## config.mk

```make
export PLATFORM = sky130hd
export DESIGN_NAME = tpq_cell
export DESIGN_NICKNAME = d
export VERILOG_FILES = /design/src/rtl/tpq_pkg.sv /design/src/rtl/tpq_cell.sv
export SDC_FILE = /design/constraint.sdc
export NUM_CORES = 1
export LEC_CHECK = 0
export ABC_AREA = 1
export ABC_CLOCK_PERIOD_IN_PS = 3400
export BUFFER_PORTS_ARGS = -buffer_cell sky130_fd_sc_hd__buf_4
export CAP_MARGIN = 0
export CORE_AREA = 3 3 146 91
export DETAILED_ROUTE_END_ITERATION = 6
export DIE_AREA = 0 0 149 94
export PLACE_DENSITY = 0.77
export SLEW_MARGIN = 20
export SYNTH_ARGS = -nofsm -noshare
export SYNTH_HDL_FRONTEND = slang
export SYNTH_SLANG_ARGS = --single-unit
```

## constraint.sdc

```tcl
create_clock -name clk -period 3.4 [get_ports clk]
set_input_delay 0.68 -clock clk [delete_from_list [all_inputs] [get_ports clk]]
set_output_delay 0.68 -clock clk [all_outputs]
set_load 0.02 [all_outputs]
```

## src/rtl/tpq_pkg.sv

```systemverilog
`timescale 1ns / 1ps
`default_nettype none
// ----------------------------------------------------------------------------
// Timer priority queue package
// Shared types and codes for the sorted timer cell chain.
// ----------------------------------------------------------------------------
package tpq_pkg;

  typedef enum logic [2:0] {
    OP_ADD    = 3'd0,
    OP_ADJUST = 3'd1,
    OP_REMOVE = 3'd2,
    OP_CLEAR  = 3'd3,
    OP_POLL   = 3'd4
  } op_t;

  typedef enum logic [1:0] {
    KIND_ACK  = 2'd0,
    KIND_FIRE = 2'd1,
    KIND_END  = 2'd2
  } kind_t;

  typedef enum logic [1:0] {
    ST_OK       = 2'd0,
    ST_NOTFOUND = 2'd1,
    ST_FULL     = 2'd2
  } status_t;

  typedef enum logic [1:0] {
    CMD_HOLD   = 2'd0,
    CMD_INSERT = 2'd1,
    CMD_DELETE = 2'd2,
    CMD_CLEAR  = 2'd3
  } cmd_t;

  typedef enum logic [2:0] {
    S_IDLE,
    S_SEARCH,
    S_DELETE,
    S_INSERT,
    S_POLL,
    S_OUT
  } state_t;

  localparam int MAX_FIRE = 16;
  localparam logic [30:0] WAIT_MAX = 31'h7FFF_FFFF;

endpackage
`default_nettype wire

```

## src/rtl/tpq_cell.sv

```systemverilog
`timescale 1ns / 1ps
`default_nettype none
// ----------------------------------------------------------------------------
// Timer queue cell
// Holds one sorted entry; shifts toward its neighbors on insert and delete.
// ----------------------------------------------------------------------------
module tpq_cell #(
  parameter int ID_BITS   = 16,
  parameter int TIME_BITS = 48
) (
  input  wire                  clk,
  input  wire                  rst_n,
  input  tpq_pkg::cmd_t        cmd,
  input  wire [ID_BITS-1:0]    new_id,
  input  wire [TIME_BITS-1:0]  new_exp,
  input  wire                  del_here_or_before,
  input  wire                  prev_valid,
  input  wire                  prev_after,
  input  wire [ID_BITS-1:0]    prev_id,
  input  wire [TIME_BITS-1:0]  prev_exp,
  input  wire                  next_valid,
  input  wire [ID_BITS-1:0]    next_id,
  input  wire [TIME_BITS-1:0]  next_exp,
  output logic                 valid,
  output logic                 after,
  output logic [ID_BITS-1:0]   id,
  output logic [TIME_BITS-1:0] exp
);
  import tpq_pkg::*;

  logic                 valid_r, valid_nxt;
  logic [ID_BITS-1:0]   id_r, id_nxt;
  logic [TIME_BITS-1:0] exp_r, exp_nxt;

  assign valid = valid_r;
  assign id    = id_r;
  assign exp   = exp_r;
  assign after = valid_r &&
                 ((new_exp < exp_r) || ((new_exp == exp_r) && (new_id < id_r)));

  always_comb begin
    valid_nxt = valid_r;
    id_nxt    = id_r;
    exp_nxt   = exp_r;
    case (cmd)
      CMD_INSERT: begin
        if (prev_after) begin
          valid_nxt = prev_valid;
          id_nxt    = prev_id;
          exp_nxt   = prev_exp;
        end else if (after || !valid_r) begin
          if (prev_valid) begin
            valid_nxt = 1'b1;
            id_nxt    = new_id;
            exp_nxt   = new_exp;
          end
        end
      end
      CMD_DELETE: begin
        if (del_here_or_before) begin
          valid_nxt = next_valid;
          id_nxt    = next_id;
          exp_nxt   = next_exp;
        end
      end
      CMD_CLEAR: valid_nxt = 1'b0;
      default: ;
    endcase
  end

  always_ff @(posedge clk) begin
    if (!rst_n) begin
      valid_r <= 1'b0;
    end else begin
      valid_r <= valid_nxt;
    end
    id_r  <= id_nxt;
    exp_r <= exp_nxt;
  end

endmodule
`default_nettype wire

```

-- Word-level counts from Yosys, hierarchy flattened
Cells that the tools add are included.
- magnitude comparators: 2
- eq/ne operators: 7
- multiplexer cells: 15
- reductions and logical operators: 9
- operators by type and width (operator ; number):
    two-way mux 48 bit ; 4
    case mux 48 bit (2 select lines) ; 1
    two-way mux 16 bit ; 4
    equality test 48 bit ; 1
    < comparator 48 bit ; 1
    case mux 16 bit (2 select lines) ; 1
    < comparator 16 bit ; 1
    AND reduction 4 bit ; 2
    inequality test 3 bit, second input constant ; 2
    equality test 2 bit, second input constant ; 2
    two-way mux 1 bit ; 4
    case mux 1 bit (3 select lines) ; 1
    nonzero test 3 bit ; 1
    equality test 2 x 1 -> 1 bit, second input constant ; 1
    logical AND 1 bit ; 2
    logical OR 1 bit ; 2
    inequality test 2 bit, second input constant ; 1
    nonzero test 2 bit ; 1
    logical NOT 1 bit ; 1
- register bits: 65
- bits of input ports: 200
- logic and storage cells: 36

-- Longest topological paths before layout
- depth in word-level cells: 8
- gate-level depth with buffers: 16

-- Least setup slack after synthesis
No wires, ideal clock.
- kind: in2reg
- start: in new_exp[47]
- end: reg exp_r[0], in the netlist exp[0], enable pin
- setup time: 0.418 ns
- arrival time: 2.909 ns
- data required time: 2.982 ns
- slack: 0.072 ns
- stages on the path: 10
- buffers on the path: 0
- path through: ha_1 nand2_2 nor2_4 nand2_2 nor2_4 nand3_1 nand3b_4 nand3_2 nand2_1 inv_1
- word-level cells in the longest chain between the ends: 7
- elaborated cells on any way between the ends: 8
- those cells by class: order compare (1); eq/ne (2); reduce/logical (5)
- RTL lines (what ; line ; source):
    start, declared ; tpq_cell.sv:15 ; input wire [TIME_BITS-1:0] new_exp,
    parallel branches: the longest is 2 deep, another holds < comparator 48 bit ; n/a ;
    logical OR 1 bit (*) ; tpq_cell.sv:39 ; ((new_exp < exp_r) || ((new_exp == exp_r) && (new_id < id_r)));
    logical AND 1 bit (*) ; tpq_cell.sv:38 ; assign after = valid_r &&
    logical OR 1 bit (*) ; tpq_cell.sv:51 ; end else if (after || !valid_r) begin
    inequality test 3 bit (no line) (*) ; n/a ;
    AND reduction 4 bit (no line) (*) ; n/a ;
    end signal, assigned ; tpq_cell.sv:78 ; exp_r <= exp_nxt;
    end, declared ; tpq_cell.sv:33 ; logic [TIME_BITS-1:0] exp_r, exp_nxt;
Every way passes the cells marked *.
A chain may end at the register's enable or synchronous reset.

-- Worst setup path in the final report
- start: in new_exp[11]
- end: out after
- word-level cells in the longest chain between the ends: 4
- elaborated cells on any way between the ends: 5
- those cells by class: order compare (1); eq/ne (1); reduce/logical (3)
- RTL lines (what ; line ; source):
    parallel branches: the longest is 2 deep, another holds < comparator 48 bit ; n/a ;
    logical OR 1 bit (*) ; tpq_cell.sv:39 ;
    logical AND 1 bit (*) ; tpq_cell.sv:38 ;
    end, declared ; tpq_cell.sv:25 ; output logic after,
Marked as above.

==> impl_metrics.json <==
{
  "io_buffers": 265,
  "cts_root_buffer": "clkbuf_16",
  "via_count": 5294,
  "pwr-share-comb_pct": 32.0,
  "hold_class": "reg2reg",
  "synth_area_sq_um": 5010,
  "grt_remaining_overflow": 0,
  "finalClockSkew_ps": 7.51,
  "vias_per_cell": 4.91,
  "switching_power_mw": 0.830,
  "setup_viol": 0,
  "placed_area_sq_um": 7170,
  "drt_iter0_drc": 248,
  "synth_most_common_cell": "a21oi_1",
  "clock_latency_ps": 320,
  "fill_cells": 1111,
  "antenna_left": 0,
  "ys_ff_latch": 65,
  "hp-start": "valid",
  "min_to": "valid",
  "grt_usage_pct": 23.9,
  "wl_per_cell_um": 15.8,
  "fin_tns_setup_ps": 0,
  "p_per_area_nw_per_um2": 364,
  "cts_max_path_buffers": 2,
  "grt_start_max_net_pins": 66,
  "ys_types": 26,
  "status": "completed",
  "ys.flop_type": "edfxtp_1",
  "ctsHoldBuffers": 0,
  "synthCells": 651,
  "worst_setup_path_end_kind": "primary output",
  "clk_pin_slew_ps": 50,
  "seqPwrFrac_pct": 37.8,
  "die_w_um": 149,
  "dp_hpwl_mm": 13.1,
  "syn-num-nets": 914,
  "hold_viol": 0,
  "drc": 0,
  "numCtsBuffers": 9,
  "async_flop_share_pct": 0,
  "r2r_setup_slack_ps": 960,
  "grt_pass1_wl_mm": 26.6,
  "leakage_nw": 3.81,
  "design.core.area_sq_um": 12000,
  "clkPwrFrac_pct": 30.2,
  "seq_area_frac_synth_pct": 38.7,
  "ff2ff_path_depth": 12,
  "power.internal_mw": 1.87,
  "switching_share_pct": 30.7,
  "yosys_warnings": 0,
  "cts_tree": "done",
  "worst-path-max-fanout": 4,
  "crit_buf_inv": 2,
  "slew_headroom_pct": 50.0,
  "synth_common_cells": "157 x a21oi_1, 136 x nand2_1, 86 x inv_1",
  "worstPathRequired_ps": 2720,
  "whs_path_depth": 2,
  "finalCritPeriodShare_pct": 84.6,
  "h-tree-depth": 3,
  "start_util_pct": 41.7,
  "drive_gt1_share_pct": 32.6,
  "synth_edf_count": 64,
  "slew_viol_final": 0,
  "fin_crit_ps": 2880,
  "r2r_start": "exp[11]",
  "worstReg2RegEnd": "exp[22]",
  "cp_cell_sequence": "buf_4 > ha_1 > nand2_1 > nor2_1 > nand2_1 > nor2_1 > nand3_1 > nand3b_4 > a21boi_1 > buf_4",
  "startpoint_type": "input pin",
  "finalNetCount": 1171,
  "slowest_stage": "ha_1",
  "antenna_found_initial": 0,
  "gp_congestion": 0.829,
  "peakVddDrop_mv": 0.227,
  "rows": 31,
  "cpPeakStageDelay_ps": 340,
  "arrival_ps": 2200,
  "dieArea_sq_um": 14000,
  "dr.pass1.iters": 4,
  "numClockSinks": 65,
  "first_global_vias": 5388,
  "syn_to_final_growth_pct": 48.1,
  "fin_area_sq_um": 7430,
  "wl_mm": 17.0,
  "cts_resized": 0,
  "yosysTopAreaCell": "edfxtp_1",
  "setup.worst_path.class": "in2out",
  "tightest_slew_ps": 750,
  "ios": 266,
  "fmax_mhz": 348,
  "syn_avg_cell_area_sq_um": 7.70,
  "cts_setup_buffers": 0,
  "netlist.area_leader.share_pct": 38.3,
  "synth_area_leaders": "edfxtp_1 38%, ha_1 16%, a21oi_1 16%, nand2_1 10%, inv_1 6.4%",
  "cpLargestDelayFamily": "simple AND/OR/NAND/NOR gates",
  "cap_violations": 0,
  "rsz0062_at_grt": "no",
  "diodes": 0,
  "die_h_um": 94
}
-- worst reg2reg max path, delay by kind of cell, from the launching register on --
| kind | cells | cell delay [ps] |
|---|---|---|
| adders and majority gates | 1 | 340 |
| buffers and inverters | 3 | 510 |
| DFF | 1 | 360 |
| and+or+nand+nor | 8 | 860 |
-- layout by cell type (no fill, tap or decap) --
master / n
buf_4: 272
a21oi_1: 157
nand2_1: 136
inv_1: 84
nor2_1: 82
edfxtp_1: 64
ha_1: 63
clkbuf_16: 9
o21ai_0: 8
nand3_1: 4
o21a_1: 4
clkinv_2: 4
nor2_4: 3
inv_2: 3
nand4_1: 3
nand2_2: 3
clkbuf_1: 3
a21o_1: 2
nand3_2: 2
nor3_1: 1
nand3b_4: 1
and3_1: 1
a21boi_1: 1
a31oi_1: 1
buf_12: 1
dfxtp_1: 1
-- how the worst max path moves through the flow --
stage,startpoint,to,slack (ps),cells past startpoint
floorplan,new_exp[47],exp[0],70,10
global placement,new_exp[7],after,530,10
detailed placement,new_exp[11],after,520,10
CTS,new_exp[7],after,510,10
global route,new_exp[7],after,310,10
finish,new_exp[11],after,520,10
-- metal layers --
layer	GRT usage, %	part of all wire (%)
met1	31.0	43
met2	39.3	46
met3	7.43	9.8
met4	5.26	1.2
met5	0	0
-- stage by stage --
| step | util, % | power, mW | setup slack [ps] | cells | hold slack [ps] |
|---|---|---|---|---|---|
| after detailed placement | 59.6 | 1.90 | 522 | 1062 | 554 |
| after CTS | 61.8 | 2.73 | 509 | 1078 | 566 |
| after global placement | 59.6 | 1.88 | 532 | 1062 | 555 |
| after floorplan | - | 1.48 | 72.4 | 651 | 620 |
| after global routing | 61.8 | 2.87 | 308 | 1078 | 586 |
| final | 61.8 | 2.70 | 524 | 1078 | 566 |
-- cells by family after synthesis --
kind of cell,after synthesis,share of synthesized area (%)
compound gates,173,17.6
simple gates,236,19.1
buf+inv,114,8.86
fa+ha+maj,63,15.7
flops,65,38.7
-- power groups by stage --
stage	sequential, mW	clock, mW	combinational, mW
after floorplan	1.13	0	0.354
after global placement	1.04	0	0.847
after detailed placement	1.04	0	0.865
after CTS	1.02	0.840	0.870
after global routing	1.03	0.871	0.969
final	1.02	0.816	0.865
-- flip-flops by register name, summed over array words and instances (netlist names) --
signal	flops
exp	48
valid	1
id	16
-- area by class of cell --
class	instances	area [sq um]	area share [%]
clock buffers	12	236	3.18
clock inverters	4	20.0	0.270
inverters	87	327	4.40
multi-input cells	472	2630	35.5
flip-flops and latches	65	1940	26.1
well taps	165	206	2.78
repair buffers	273	2060	27.8
Note: power is estimated with default switching activity, not from simulation.
